**src/rtl/pmma_pkg.sv**
```systemverilog
package pmma_pkg;

	localparam int MASK_BITS = 16;
	localparam int CNT_SUM_W = $clog2(2 * MASK_BITS + 1);
	localparam int NODE_W = $clog2(MASK_BITS);
	localparam int VALUE_WIDTH_DEF = 16;
	localparam int SAMPLES_PER_ROUND_DEF = 8;

	typedef enum logic [1:0] {
		FUNC_OWN = 2'd0,
		FUNC_NBR = 2'd1,
		FUNC_CLR = 2'd2
	} func_t;

	typedef struct packed {
		logic busy;
		logic done;
	} unit_stat_t;

endpackage

```
**src/rtl/pmma_div.sv**
```systemverilog
module pmma_div #(
	parameter int NUM_W = 21,
	parameter int DEN_W = 6
) (
	input  logic                    clk,
	input  logic                    arst_n,
	input  logic                    start,
	input  logic [NUM_W-1:0]        num,
	input  logic [DEN_W-1:0]        den,
	output logic [NUM_W-1:0]        quot,
	output pmma_pkg::unit_stat_t    stat
);

	localparam int CNT_W = $clog2(NUM_W);

	logic [CNT_W-1:0] cnt_q;
	logic             busy_q;
	logic             done_q;
	logic [DEN_W-1:0] rem_q;
	logic [NUM_W-1:0] quo_q;
	logic [DEN_W-1:0] den_q;
	logic [DEN_W:0]   shifted;
	logic [DEN_W:0]   diff;
	logic             ge;

	// One quotient bit per cycle, most significant first.
	assign shifted = {rem_q, quo_q[NUM_W-1]};
	assign ge = shifted >= {1'b0, den_q};
	assign diff = shifted - {1'b0, den_q};

	always_ff @(posedge clk or negedge arst_n) begin
		if (!arst_n) begin
			cnt_q <= '0;
			busy_q <= 1'b0;
			done_q <= 1'b0;
		end else begin
			done_q <= busy_q && !start && (cnt_q == '0);
			if (start) begin
				busy_q <= 1'b1;
				cnt_q <= CNT_W'(NUM_W - 1);
			end else if (busy_q) begin
				if (cnt_q == '0) begin
					busy_q <= 1'b0;
				end else begin
					cnt_q <= cnt_q - 1'b1;
				end
			end
		end
	end

	always_ff @(posedge clk) begin
		if (start) begin
			rem_q <= '0;
			quo_q <= num;
			den_q <= den;
		end else if (busy_q) begin
			rem_q <= ge ? diff[DEN_W-1:0] : shifted[DEN_W-1:0];
			quo_q <= {quo_q[NUM_W-2:0], ge};
		end
	end

	assign quot = quo_q;
	assign stat.busy = busy_q;
	assign stat.done = done_q;

endmodule

```
**src/rtl/pmma_wsum.sv**
```systemverilog
module pmma_wsum #(
	parameter int VAL_W = 16,
	parameter int NUM_W = 21
) (
	input  logic                              clk,
	input  logic                              arst_n,
	input  logic                              start,
	input  logic [pmma_pkg::MASK_BITS-1:0]    mask_a,
	input  logic [pmma_pkg::MASK_BITS-1:0]    mask_b,
	input  logic [VAL_W-1:0]                  val_a,
	input  logic [VAL_W-1:0]                  val_b,
	output logic [NUM_W-1:0]                  total,
	output logic [pmma_pkg::CNT_SUM_W-1:0]    count,
	output pmma_pkg::unit_stat_t              stat
);

	localparam int STEP_W = $clog2(pmma_pkg::MASK_BITS);

	logic [STEP_W-1:0]               step_q;
	logic                            busy_q;
	logic                            done_q;
	logic [pmma_pkg::MASK_BITS-1:0]  ma_q;
	logic [pmma_pkg::MASK_BITS-1:0]  mb_q;
	logic [VAL_W-1:0]                va_q;
	logic [VAL_W-1:0]                vb_q;
	logic [NUM_W-1:0]                total_q;
	logic [pmma_pkg::CNT_SUM_W-1:0]  count_q;
	logic [NUM_W-1:0]                add_a;
	logic [NUM_W-1:0]                add_b;

	// The masks shift out one bit per cycle; each set bit adds its record's
	// average once, so the weighted sum and the popcounts build up together.
	assign add_a = ma_q[0] ? NUM_W'(va_q) : '0;
	assign add_b = mb_q[0] ? NUM_W'(vb_q) : '0;

	always_ff @(posedge clk or negedge arst_n) begin
		if (!arst_n) begin
			step_q <= '0;
			busy_q <= 1'b0;
			done_q <= 1'b0;
		end else begin
			done_q <= busy_q && !start && (step_q == '0);
			if (start) begin
				busy_q <= 1'b1;
				step_q <= STEP_W'(pmma_pkg::MASK_BITS - 1);
			end else if (busy_q) begin
				if (step_q == '0) begin
					busy_q <= 1'b0;
				end else begin
					step_q <= step_q - 1'b1;
				end
			end
		end
	end

	always_ff @(posedge clk) begin
		if (start) begin
			ma_q <= mask_a;
			mb_q <= mask_b;
			va_q <= val_a;
			vb_q <= val_b;
			total_q <= '0;
			count_q <= '0;
		end else if (busy_q) begin
			ma_q <= ma_q >> 1;
			mb_q <= mb_q >> 1;
			total_q <= total_q + add_a + add_b;
			count_q <= count_q + pmma_pkg::CNT_SUM_W'(ma_q[0])
				+ pmma_pkg::CNT_SUM_W'(mb_q[0]);
		end
	end

	assign total = total_q;
	assign count = count_q;
	assign stat.busy = busy_q;
	assign stat.done = done_q;

endmodule

```
**src/rtl/pooled_min_max_avg_merge.sv**
```systemverilog
// An own sample that is not last, a clear or an unused code is taken in the idle state, which the block keeps.
// A neighbour record runs through the serial weighted sum and, if the merged mask is not
// empty, the divider; a closing own sample first has its sum divided by its sample count.
// Throughput: one item at a time, set by the bit-serial divider and the serial mask scan.
// Reset: asynchronous; clears the aggregate, the own accumulators, own_node and control.
module pooled_min_max_avg_merge #(
	parameter int SAMPLES_PER_ROUND = pmma_pkg::SAMPLES_PER_ROUND_DEF,
	parameter int VALUE_WIDTH = pmma_pkg::VALUE_WIDTH_DEF
) (
	input  logic                              clk,
	input  logic                              arst_n,
	input  logic                              cfg_we,
	input  logic [pmma_pkg::NODE_W-1:0]       cfg_data,
	input  logic                              req_valid,
	output logic                              req_ready,
	input  logic [1:0]                        func,
	input  logic [VALUE_WIDTH-1:0]            sample_value,
	input  logic                              sample_last,
	input  logic [pmma_pkg::MASK_BITS-1:0]    neighbour_mask,
	input  logic [VALUE_WIDTH-1:0]            neighbour_min,
	input  logic [VALUE_WIDTH-1:0]            neighbour_max,
	input  logic [VALUE_WIDTH-1:0]            neighbour_avg,
	output logic                              rsp_valid,
	input  logic                              rsp_ready,
	output logic [pmma_pkg::MASK_BITS-1:0]    merged_mask,
	output logic [VALUE_WIDTH-1:0]            merged_min,
	output logic [VALUE_WIDTH-1:0]            merged_max,
	output logic [VALUE_WIDTH-1:0]            merged_avg,
	output logic                              no_participants
);

	localparam int CNT_W = $clog2(SAMPLES_PER_ROUND + 1);
	localparam int SUM_W = VALUE_WIDTH + CNT_W;
	localparam int WS_W = VALUE_WIDTH + $clog2(2 * pmma_pkg::MASK_BITS);
	localparam int NUM_W = (SUM_W > WS_W) ? SUM_W : WS_W;
	localparam int DEN_W = pmma_pkg::CNT_SUM_W;
	localparam int MB = pmma_pkg::MASK_BITS;

	typedef enum logic [4:0] {
		S_IDLE   = 5'b00001,
		S_OWNDIV = 5'b00010,
		S_SUM    = 5'b00100,
		S_DIV    = 5'b01000,
		S_DONE   = 5'b10000
	} state_t;

	state_t                       state_q;
	logic [pmma_pkg::NODE_W-1:0]  own_node_q;
	logic [MB-1:0]                agg_mask_q;
	logic [VALUE_WIDTH-1:0]       agg_min_q;
	logic [VALUE_WIDTH-1:0]       agg_max_q;
	logic [VALUE_WIDTH-1:0]       agg_avg_q;
	logic [VALUE_WIDTH-1:0]       own_min_q;
	logic [VALUE_WIDTH-1:0]       own_max_q;
	logic [SUM_W-1:0]             own_sum_q;
	logic [CNT_W-1:0]             own_seen_q;
	logic                         rsp_valid_q;
	logic                         ws_start_q;
	logic                         flag_q;

	logic [MB-1:0]                rec_mask_q;
	logic [VALUE_WIDTH-1:0]       rec_min_q;
	logic [VALUE_WIDTH-1:0]       rec_max_q;
	logic [VALUE_WIDTH-1:0]       rec_avg_q;
	logic [VALUE_WIDTH-1:0]       new_avg_q;
	logic [MB-1:0]                merged_mask_q;
	logic [VALUE_WIDTH-1:0]       merged_min_q;
	logic [VALUE_WIDTH-1:0]       merged_max_q;
	logic [VALUE_WIDTH-1:0]       merged_avg_q;
	logic                         no_part_q;

	logic                         accept;
	logic                         own_take;
	logic                         own_close;
	logic                         nbr_take;
	logic                         commit;
	logic [VALUE_WIDTH-1:0]       own_min_n;
	logic [VALUE_WIDTH-1:0]       own_max_n;
	logic [SUM_W-1:0]             own_sum_n;
	logic [CNT_W-1:0]             own_seen_n;
	logic                         room;
	logic [MB-1:0]                mrg_mask;
	logic [VALUE_WIDTH-1:0]       mrg_min;
	logic [VALUE_WIDTH-1:0]       mrg_max;
	logic [VALUE_WIDTH-1:0]       mrg_avg;

	logic                         div_start;
	logic [NUM_W-1:0]             div_num;
	logic [DEN_W-1:0]             div_den;
	logic [NUM_W-1:0]             div_quot;
	pmma_pkg::unit_stat_t         div_stat;
	logic [NUM_W-1:0]             ws_total;
	logic [DEN_W-1:0]             ws_count;
	pmma_pkg::unit_stat_t         ws_stat;

	assign req_ready = (state_q == S_IDLE);
	assign accept = req_valid && req_ready;
	assign own_take = accept && (pmma_pkg::func_t'(func) == pmma_pkg::FUNC_OWN);
	assign own_close = own_take && sample_last;
	assign nbr_take = accept && (pmma_pkg::func_t'(func) == pmma_pkg::FUNC_NBR);
	assign commit = (state_q == S_DONE) && (!rsp_valid_q || rsp_ready);

	assign room = own_seen_q < CNT_W'(SAMPLES_PER_ROUND);
	assign own_min_n = (room && sample_value < own_min_q) ? sample_value : own_min_q;
	assign own_max_n = (room && sample_value > own_max_q) ? sample_value : own_max_q;
	assign own_sum_n = room ? own_sum_q + SUM_W'(sample_value) : own_sum_q;
	assign own_seen_n = room ? own_seen_q + 1'b1 : own_seen_q;

	assign mrg_mask = agg_mask_q | rec_mask_q;
	assign mrg_min = (rec_min_q < agg_min_q) ? rec_min_q : agg_min_q;
	assign mrg_max = (rec_max_q > agg_max_q) ? rec_max_q : agg_max_q;
	assign mrg_avg = flag_q ? agg_avg_q : new_avg_q;

	assign div_start = own_close
		|| ((state_q == S_SUM) && ws_stat.done && (ws_count != '0));
	assign div_num = (state_q == S_IDLE) ? NUM_W'(own_sum_n) : ws_total;
	assign div_den = (state_q == S_IDLE) ? DEN_W'(own_seen_n) : ws_count;

	pmma_div #(
		.NUM_W (NUM_W),
		.DEN_W (DEN_W)
	) u_div (
		.clk    (clk),
		.arst_n (arst_n),
		.start  (div_start),
		.num    (div_num),
		.den    (div_den),
		.quot   (div_quot),
		.stat   (div_stat)
	);

	pmma_wsum #(
		.VAL_W (VALUE_WIDTH),
		.NUM_W (NUM_W)
	) u_wsum (
		.clk    (clk),
		.arst_n (arst_n),
		.start  (ws_start_q),
		.mask_a (rec_mask_q),
		.mask_b (agg_mask_q),
		.val_a  (rec_avg_q),
		.val_b  (agg_avg_q),
		.total  (ws_total),
		.count  (ws_count),
		.stat   (ws_stat)
	);

	always_ff @(posedge clk or negedge arst_n) begin
		if (!arst_n) begin
			state_q <= S_IDLE;
			own_node_q <= '0;
			agg_mask_q <= '0;
			agg_min_q <= '1;
			agg_max_q <= '0;
			agg_avg_q <= '0;
			own_min_q <= '1;
			own_max_q <= '0;
			own_sum_q <= '0;
			own_seen_q <= '0;
			rsp_valid_q <= 1'b0;
			ws_start_q <= 1'b0;
			flag_q <= 1'b0;
		end else begin
			ws_start_q <= nbr_take || ((state_q == S_OWNDIV) && div_stat.done);
			if (cfg_we) begin
				own_node_q <= cfg_data;
			end
			if (commit) begin
				rsp_valid_q <= 1'b1;
			end else if (rsp_valid_q && rsp_ready) begin
				rsp_valid_q <= 1'b0;
			end
			unique case (state_q)
				S_IDLE: begin
					if (own_take) begin
						if (sample_last) begin
							own_min_q <= '1;
							own_max_q <= '0;
							own_sum_q <= '0;
							own_seen_q <= '0;
							state_q <= S_OWNDIV;
						end else begin
							own_min_q <= own_min_n;
							own_max_q <= own_max_n;
							own_sum_q <= own_sum_n;
							own_seen_q <= own_seen_n;
						end
					end else if (nbr_take) begin
						state_q <= S_SUM;
					end else if (accept
						&& pmma_pkg::func_t'(func) == pmma_pkg::FUNC_CLR) begin
						agg_mask_q <= '0;
						agg_min_q <= '1;
						agg_max_q <= '0;
						agg_avg_q <= '0;
					end
				end
				S_OWNDIV: begin
					if (div_stat.done) begin
						state_q <= S_SUM;
					end
				end
				S_SUM: begin
					if (ws_stat.done) begin
						flag_q <= (ws_count == '0);
						state_q <= (ws_count == '0) ? S_DONE : S_DIV;
					end
				end
				S_DIV: begin
					if (div_stat.done) begin
						state_q <= S_DONE;
					end
				end
				S_DONE: begin
					if (commit) begin
						agg_mask_q <= mrg_mask;
						agg_min_q <= mrg_min;
						agg_max_q <= mrg_max;
						agg_avg_q <= mrg_avg;
						state_q <= S_IDLE;
					end
				end
				default: state_q <= S_IDLE;
			endcase
		end
	end

	always_ff @(posedge clk) begin
		if (own_close) begin
			rec_mask_q <= MB'(1) << own_node_q;
			rec_min_q <= own_min_n;
			rec_max_q <= own_max_n;
		end else if (nbr_take) begin
			rec_mask_q <= neighbour_mask;
			rec_min_q <= neighbour_min;
			rec_max_q <= neighbour_max;
			rec_avg_q <= neighbour_avg;
		end
		if (state_q == S_OWNDIV && div_stat.done) begin
			rec_avg_q <= div_quot[VALUE_WIDTH-1:0];
		end
		if (state_q == S_DIV && div_stat.done) begin
			new_avg_q <= div_quot[VALUE_WIDTH-1:0];
		end
		if (commit) begin
			merged_mask_q <= mrg_mask;
			merged_min_q <= mrg_min;
			merged_max_q <= mrg_max;
			merged_avg_q <= mrg_avg;
			no_part_q <= flag_q;
		end
	end

	assign rsp_valid = rsp_valid_q;
	assign merged_mask = merged_mask_q;
	assign merged_min = merged_min_q;
	assign merged_max = merged_max_q;
	assign merged_avg = merged_avg_q;
	assign no_participants = no_part_q;

	a_ready_units_idle: assert property (@(posedge clk) disable iff (!arst_n)
		req_ready |-> (!div_stat.busy && !ws_stat.busy))
		else $error("input ready while a serial unit is busy");

	a_div_done_state: assert property (@(posedge clk) disable iff (!arst_n)
		div_stat.done |-> (state_q == S_OWNDIV || state_q == S_DIV))
		else $error("divider finished outside a divide state");

	a_ws_done_state: assert property (@(posedge clk) disable iff (!arst_n)
		ws_stat.done |-> (state_q == S_SUM))
		else $error("weighted sum finished outside its state");

	a_rsp_from_done: assert property (@(posedge clk) disable iff (!arst_n)
		$rose(rsp_valid_q) |-> $past(state_q == S_DONE))
		else $error("result raised without a finished merge");

	a_flag_keeps_avg: assert property (@(posedge clk) disable iff (!arst_n)
		(commit && flag_q) |=> (agg_avg_q == $past(agg_avg_q)))
		else $error("average changed on a merge without participants");

endmodule

```
**config.mk**
```make
export PLATFORM = sky130hd
export DESIGN_NAME = pooled_min_max_avg_merge
export DESIGN_NICKNAME = d
export VERILOG_FILES = /design/src/rtl/pmma_pkg.sv /design/src/rtl/pmma_div.sv /design/src/rtl/pmma_wsum.sv /design/src/rtl/pooled_min_max_avg_merge.sv
export SDC_FILE = /design/constraint.sdc
export NUM_CORES = 1
export LEC_CHECK = 0
export BUFFER_PORTS_ARGS = -buffer_cell sky130_fd_sc_hd__buf_2
export CAP_MARGIN = 15
export CORE_MARGIN = 2
export CORE_UTILIZATION = 40
export CTS_CLUSTER_DIAMETER = 30
export DETAILED_ROUTE_END_ITERATION = 10
export PLACE_DENSITY = 0.54
export REMOVE_ABC_BUFFERS = 1
export SYNTH_ARGS = -nofsm -noshare
export SYNTH_HDL_FRONTEND = slang
export SYNTH_SLANG_ARGS = --single-unit
```
**constraint.sdc**
```tcl
create_clock -name clk -period 5.9 [get_ports clk]
set_input_delay 1.18 -clock clk [delete_from_list [all_inputs] [get_ports clk]]
set_output_delay 1.18 -clock clk [all_outputs]
set_load 0.02 [all_outputs]
```
# After elaboration in Yosys (flattened, before gate mapping)
# Cells that the tools add are included.
# op_classes
n_reduce_logical	41
n_addsub	9
shifts	1
magnitude_cmp	6
eq_ne	19
bitwise_logic	1
n_mux	68
# ops
operator	n
16-bit 2-to-1 mux	32
16-bit case mux with 2 select lines	4
21-bit 2-to-1 mux	3
5-bit 2-to-1 mux	11
21-bit adder	2
20-bit 2-to-1 mux	2
16-bit greater-than comparator	2
16-bit less-than comparator	2
5-bit case mux with 5 select lines	1
4-bit 2-to-1 mux	6
20-bit by 16-bit adder with 20-bit output	1
1-bit logical AND	17
16-bit OR	1
1-bit by 4-bit left shift with 16-bit output (first input constant)	1
6-bit by 1-bit adder with 6-bit output	2
2-bit by 1-bit != test with 1-bit output (second input constant)	6
2-bit nonzero test	6
2-bit AND reduction	5
1-bit 2-to-1 mux	8
2-bit != test (second input constant)	4
7-bit by 6-bit >= comparator with 1-bit output	1
6-bit zero test	1
6-bit 2-to-1 mux	1
6-bit AND reduction	1
21 further kinds	25
# totals
reg_bits	414
out_inout_bits	67
word_cells	184

# Longest topological paths before layout
# logic_depth
ltp_word	8
ltp_mapped	14

# Hierarchy
# From an unflattened synthesis, not the netlist that was laid out.
# unflattened
cells_unflattened	1907
area_unflattened_um2	21192.8
# by_module_without_submodules
module	instances	cells_each	seq_area_each_um2	area_each_um2
pooled_min_max_avg_merge	1	1337	7698.6	14159.8
pmma_wsum	1	411	2612.5	5047.3
pmma_div	1	159	1106.1	1985.7

# Least setup slack after synthesis
# No wires, ideal clock.
# synth_path
path_type	input-to-reg
start	input port sample_last
end	register rec_mask_q[0], enable pin
n_path_buf	1
required_ns	5.446
setup_time_ns	0.454
cell_stages	3
setup_slack_ns	1.857
t_arrival_ns	3.589
cell_sequence	clkbuf_1 > o21ai_0 > nor2_1
# synth_via
elab_chain_len	2
# synth_lines
item	line_no	text
start: declaration	pooled_min_max_avg_merge.sv:18	input logic sample_last,
1-bit logical AND	pooled_min_max_avg_merge.sv:99	assign own_close = own_take && sample_last;
2-bit nonzero test (no line)	--	
end signal: assignment	pooled_min_max_avg_merge.sv:230	rec_mask_q <= MB'(1) << own_node_q;
end signal: assignment	pooled_min_max_avg_merge.sv:234	rec_mask_q <= neighbour_mask;
end: declaration	pooled_min_max_avg_merge.sv:61	logic [MB-1:0] rec_mask_q;
# Every way passes these cells.
# A chain may end at the register's enable or synchronous reset.

# Final worst setup path
# layout_path
start	register state_q[3]
end	output port req_ready
# layout_via
elab_chain_len	1
# layout_lines
item	line_no	text
start: declaration	pooled_min_max_avg_merge.sv:47	state_t state_q;
start signal: assignment	pooled_min_max_avg_merge.sv:206	state_q <= (ws_count == '0) ? S_DONE : S_DIV;
5-bit by 1-bit equality test with 1-bit output	pooled_min_max_avg_merge.sv:96	assign req_ready = (state_q == S_IDLE);
end: declaration	pooled_min_max_avg_merge.sv:15	output logic req_ready,
# Every way passes these cells.

==> flow_summary.ini <==
[run_status]
outcome = complete, no violations

[logic_synthesis]
async_reset_ff_share_pct = 35.0
synth_commonest_cells = edfxtp_1 (236), nand2_1 (179), inv_1 (154)
post-synth-top-area-fraction_pct = 33.6
yosys.area.top_type = edfxtp_1
yosysWarnings = 0
netlist_area_um2 = 21100
synth-edff-count = 236
yosysSeqAreaShare_pct = 54.2
synth.avg_cell_area_um2 = 11.3
synth_ff_type = edfxtp_1
synthCells = 1870
synthDistinctLibCells = 76
synthTopCellsByArea = edfxtp_1 (34%), dfrtp_1 (13%), ha_1 (6.2%), mux2_2 (5.4%), dfstp_2 (4.1%)
synth-seq-cells = 414
yosysMostFrequentCell = edfxtp_1

[clock_tree]
cts.htree.levels = 3
clock-sinks = 414
post_cts_buffers = 0
cts_tree = done
insertion_delay_ns = 0.65
cts_resized = 0
numCtsBuffers = 105
cts_root_buffer = clkbuf_16
cts.reportedPaths.clkPinSlew_ns = 0.04
cts_buffer_depth = 3
holdBufCountCts = 0

[timing]
tns_ns = 0
final.setup.worst_slack_ns = 1.98
final-max-slew-violation-count = 0
fin_crit_ns = 3.92
rsz0062_at_grt = false
finClkSkew_ns = 0.0492
slew_headroom_pct = 25.6
worst_pin_slew_ns = 1.12
fmax_mhz = 255
hold_violations = 0
setup_viol = 0
period_share_pct = 66.4

[drt]
num_vias = 15071
ant_nets = 0
via_per_inst = 5.27
met1_length_mm = 25.5
remaining_drc_errors = 0
wl_mm = 54.7
drtIter0Drc = 886
wl_met3_mm = 2.96
route.met2.wl_mm = 24.6
wl_per_cell_um = 19.1
first_pass_iters = 5
routed.top_layer = met4

[setup_path]
arrival_ns = 2.74
cp_data_required_time_ns = 4.72
critPathLaunchType = flop
cp_max_fo = 32
endpoint_kind = output pin
setup.worst_path.class = reg -> out

[finish]
nets = 2295
fin_area_um2 = 26400
syn_to_final_growth_pct = 25.2
n_fill_cell = 4726
final_core_util_pct = 50.4
drive_above_1_share_pct = 24.3

[floorplan]
die_w_um = 233
die_h_um = 233
initial_utilization_pct = 40.2
core_um2 = 52300
die-area_um2 = 54500
rows = 84
pin_count = 159

[worst_hold_path]
hp-class = reg -> reg

[power_and_ir_drop]
p_leak_uw = 0.0117
vdd_drop_max_uv = 268
p_switching_uw = 4850
swShare_pct = 32.8
p_per_area_nw_per_um2 = 560
p_int_uw = 9920
p_seq_share_pct = 30.6
power_frac_clock_pct = 40.3
comb_power_share_pct = 29.1

[global_route]
grt-ovfl-total = 0
globalRouteTotalUtil_pct = 20.7
grt_max_degree = 100
antenna_found_initial = 1
grt_pass1_vias = 15645
grt_pass1_wl_mm = 86.9

[place]
pre_cts_ws_ns = 1.83
gp_congestion = 0.844
hpwl_mm = 36.6
place_area_um2 = 22600
portBuffers = 158

[run]
drv_cap = 0
[final timing paths]
kind,depth (start not counted),startpoint,to,slack (ns)
max reg2reg,12,u_wsum.ma_q[0]$_DFFE_PP_,u_wsum.total[11]$_SDFFE_PP0P_,2.11
min in group asynchronous,1,arst_n,own_max_q[10]$_DFFE_PN0P_,0.53
max,5,state_q[3]$_DFFE_PN0P_,req_ready,1.98
min reg2reg,0,rec_avg_q[14]$_DFFE_PP_,u_wsum.va_q[14]$_DFFE_PP_,0.41
min,0,rec_avg_q[14]$_DFFE_PP_,u_wsum.va_q[14]$_DFFE_PP_,0.41
max in group asynchronous,2,arst_n,agg_max_q[9]$_DFFE_PN0P_,4.19
[final cells by class]
cell class	instances	area (µm²)	share of cell area (%)
Tap cell	688	861	3.26
Clock buffer	138	2890	11.0
Clock inverter	62	877	3.33
Inverter	156	586	2.22
Multi-Input combinational cell	1222	8750	33.2
Timing Repair Buffer	179	990	3.75
Antenna cell	1	2.50	0.00949
Sequential cell	414	11400	43.3
[per-layer routing]
| layer | vias to the layer above | track usage [%] |
|---|---|---|
| li1 | 7181 | - |
| met1 | 7401 | 28.8 |
| met2 | 365 | 31.9 |
| met3 | 124 | 4.10 |
| met4 | 0 | 7.69 |
| met5 | - | 0 |
[power by group through the flow]
stage / clock network (µW) / registers (µW) / logic (µW)
6_report: 5950 / 4510 / 4300
5_1_grt: 6220 / 4600 / 4890
4_1_cts: 6050 / 4520 / 4320
3_5_place_dp: 0 / 4550 / 4270
3_3_place_gp: 0 / 4540 / 4200
2_1_floorplan: 0 / 4370 / 3170
[critical path: stages, from the launching register on]
cell and delay, ns:
dfrtp_1 0.44, nor2_2 0.22, nand3_2 0.65, clkinv_1 0.20
buf_4 0.33, buf_2 0.23
[stage by stage]
step                total power [µW]  hold WS (ns)  cells
finish                         14800         0.415   2860
global route                   15700         0.423   2860
CTS                            14900         0.415   2857
detailed placement              8820         0.405   2657
global placement                8740         0.405   2656
floorplan                       7550         0.400   1792
[kinds of logic (layout without fill, tap and decap cells)]
family	count (synthesis)	in the layout	share of synthesized area, %
buffers and inverters	234	535	4.44
XOR/XNOR	42	42	1.75
adder cells (fa/ha/maj)	125	125	8.14
other	0	1	0
AND/OR/NAND/NOR	486	486	10.8
AO/OA/AOI/OAI	399	399	12.0
flip-flops	414	414	54.2
multiplexers	170	170	8.68
[placed cells by master (no fill, tap or decap), drive strengths merged, types with 6 or more instances in the layout]
cell	count
edfxtp	236
nand2	180
buf	179
inv	159
nor2	140
clkbuf	138
dfrtp	112
o21ai	111
a21oi	110
ha	105
mux2	101
mux2i	69
clkinv	35
dfstp	33
dfxtp	33
a22o	30
nand3	28
xor2	22
nor3	21
xnor2	20
fa	20
a21o	19
nand2b	19
or2	18
nand4	17
a211oi	17
o31ai	17
bufinv	16
and2	15
nor2b	14
o22ai	14
o22a	14
o211ai	9
a31oi	8
o21a	8
and3	8
clkinvlp	8
a21boi	7
o41ai	6
No activity file was read; power rests on OpenSTA's default activity.
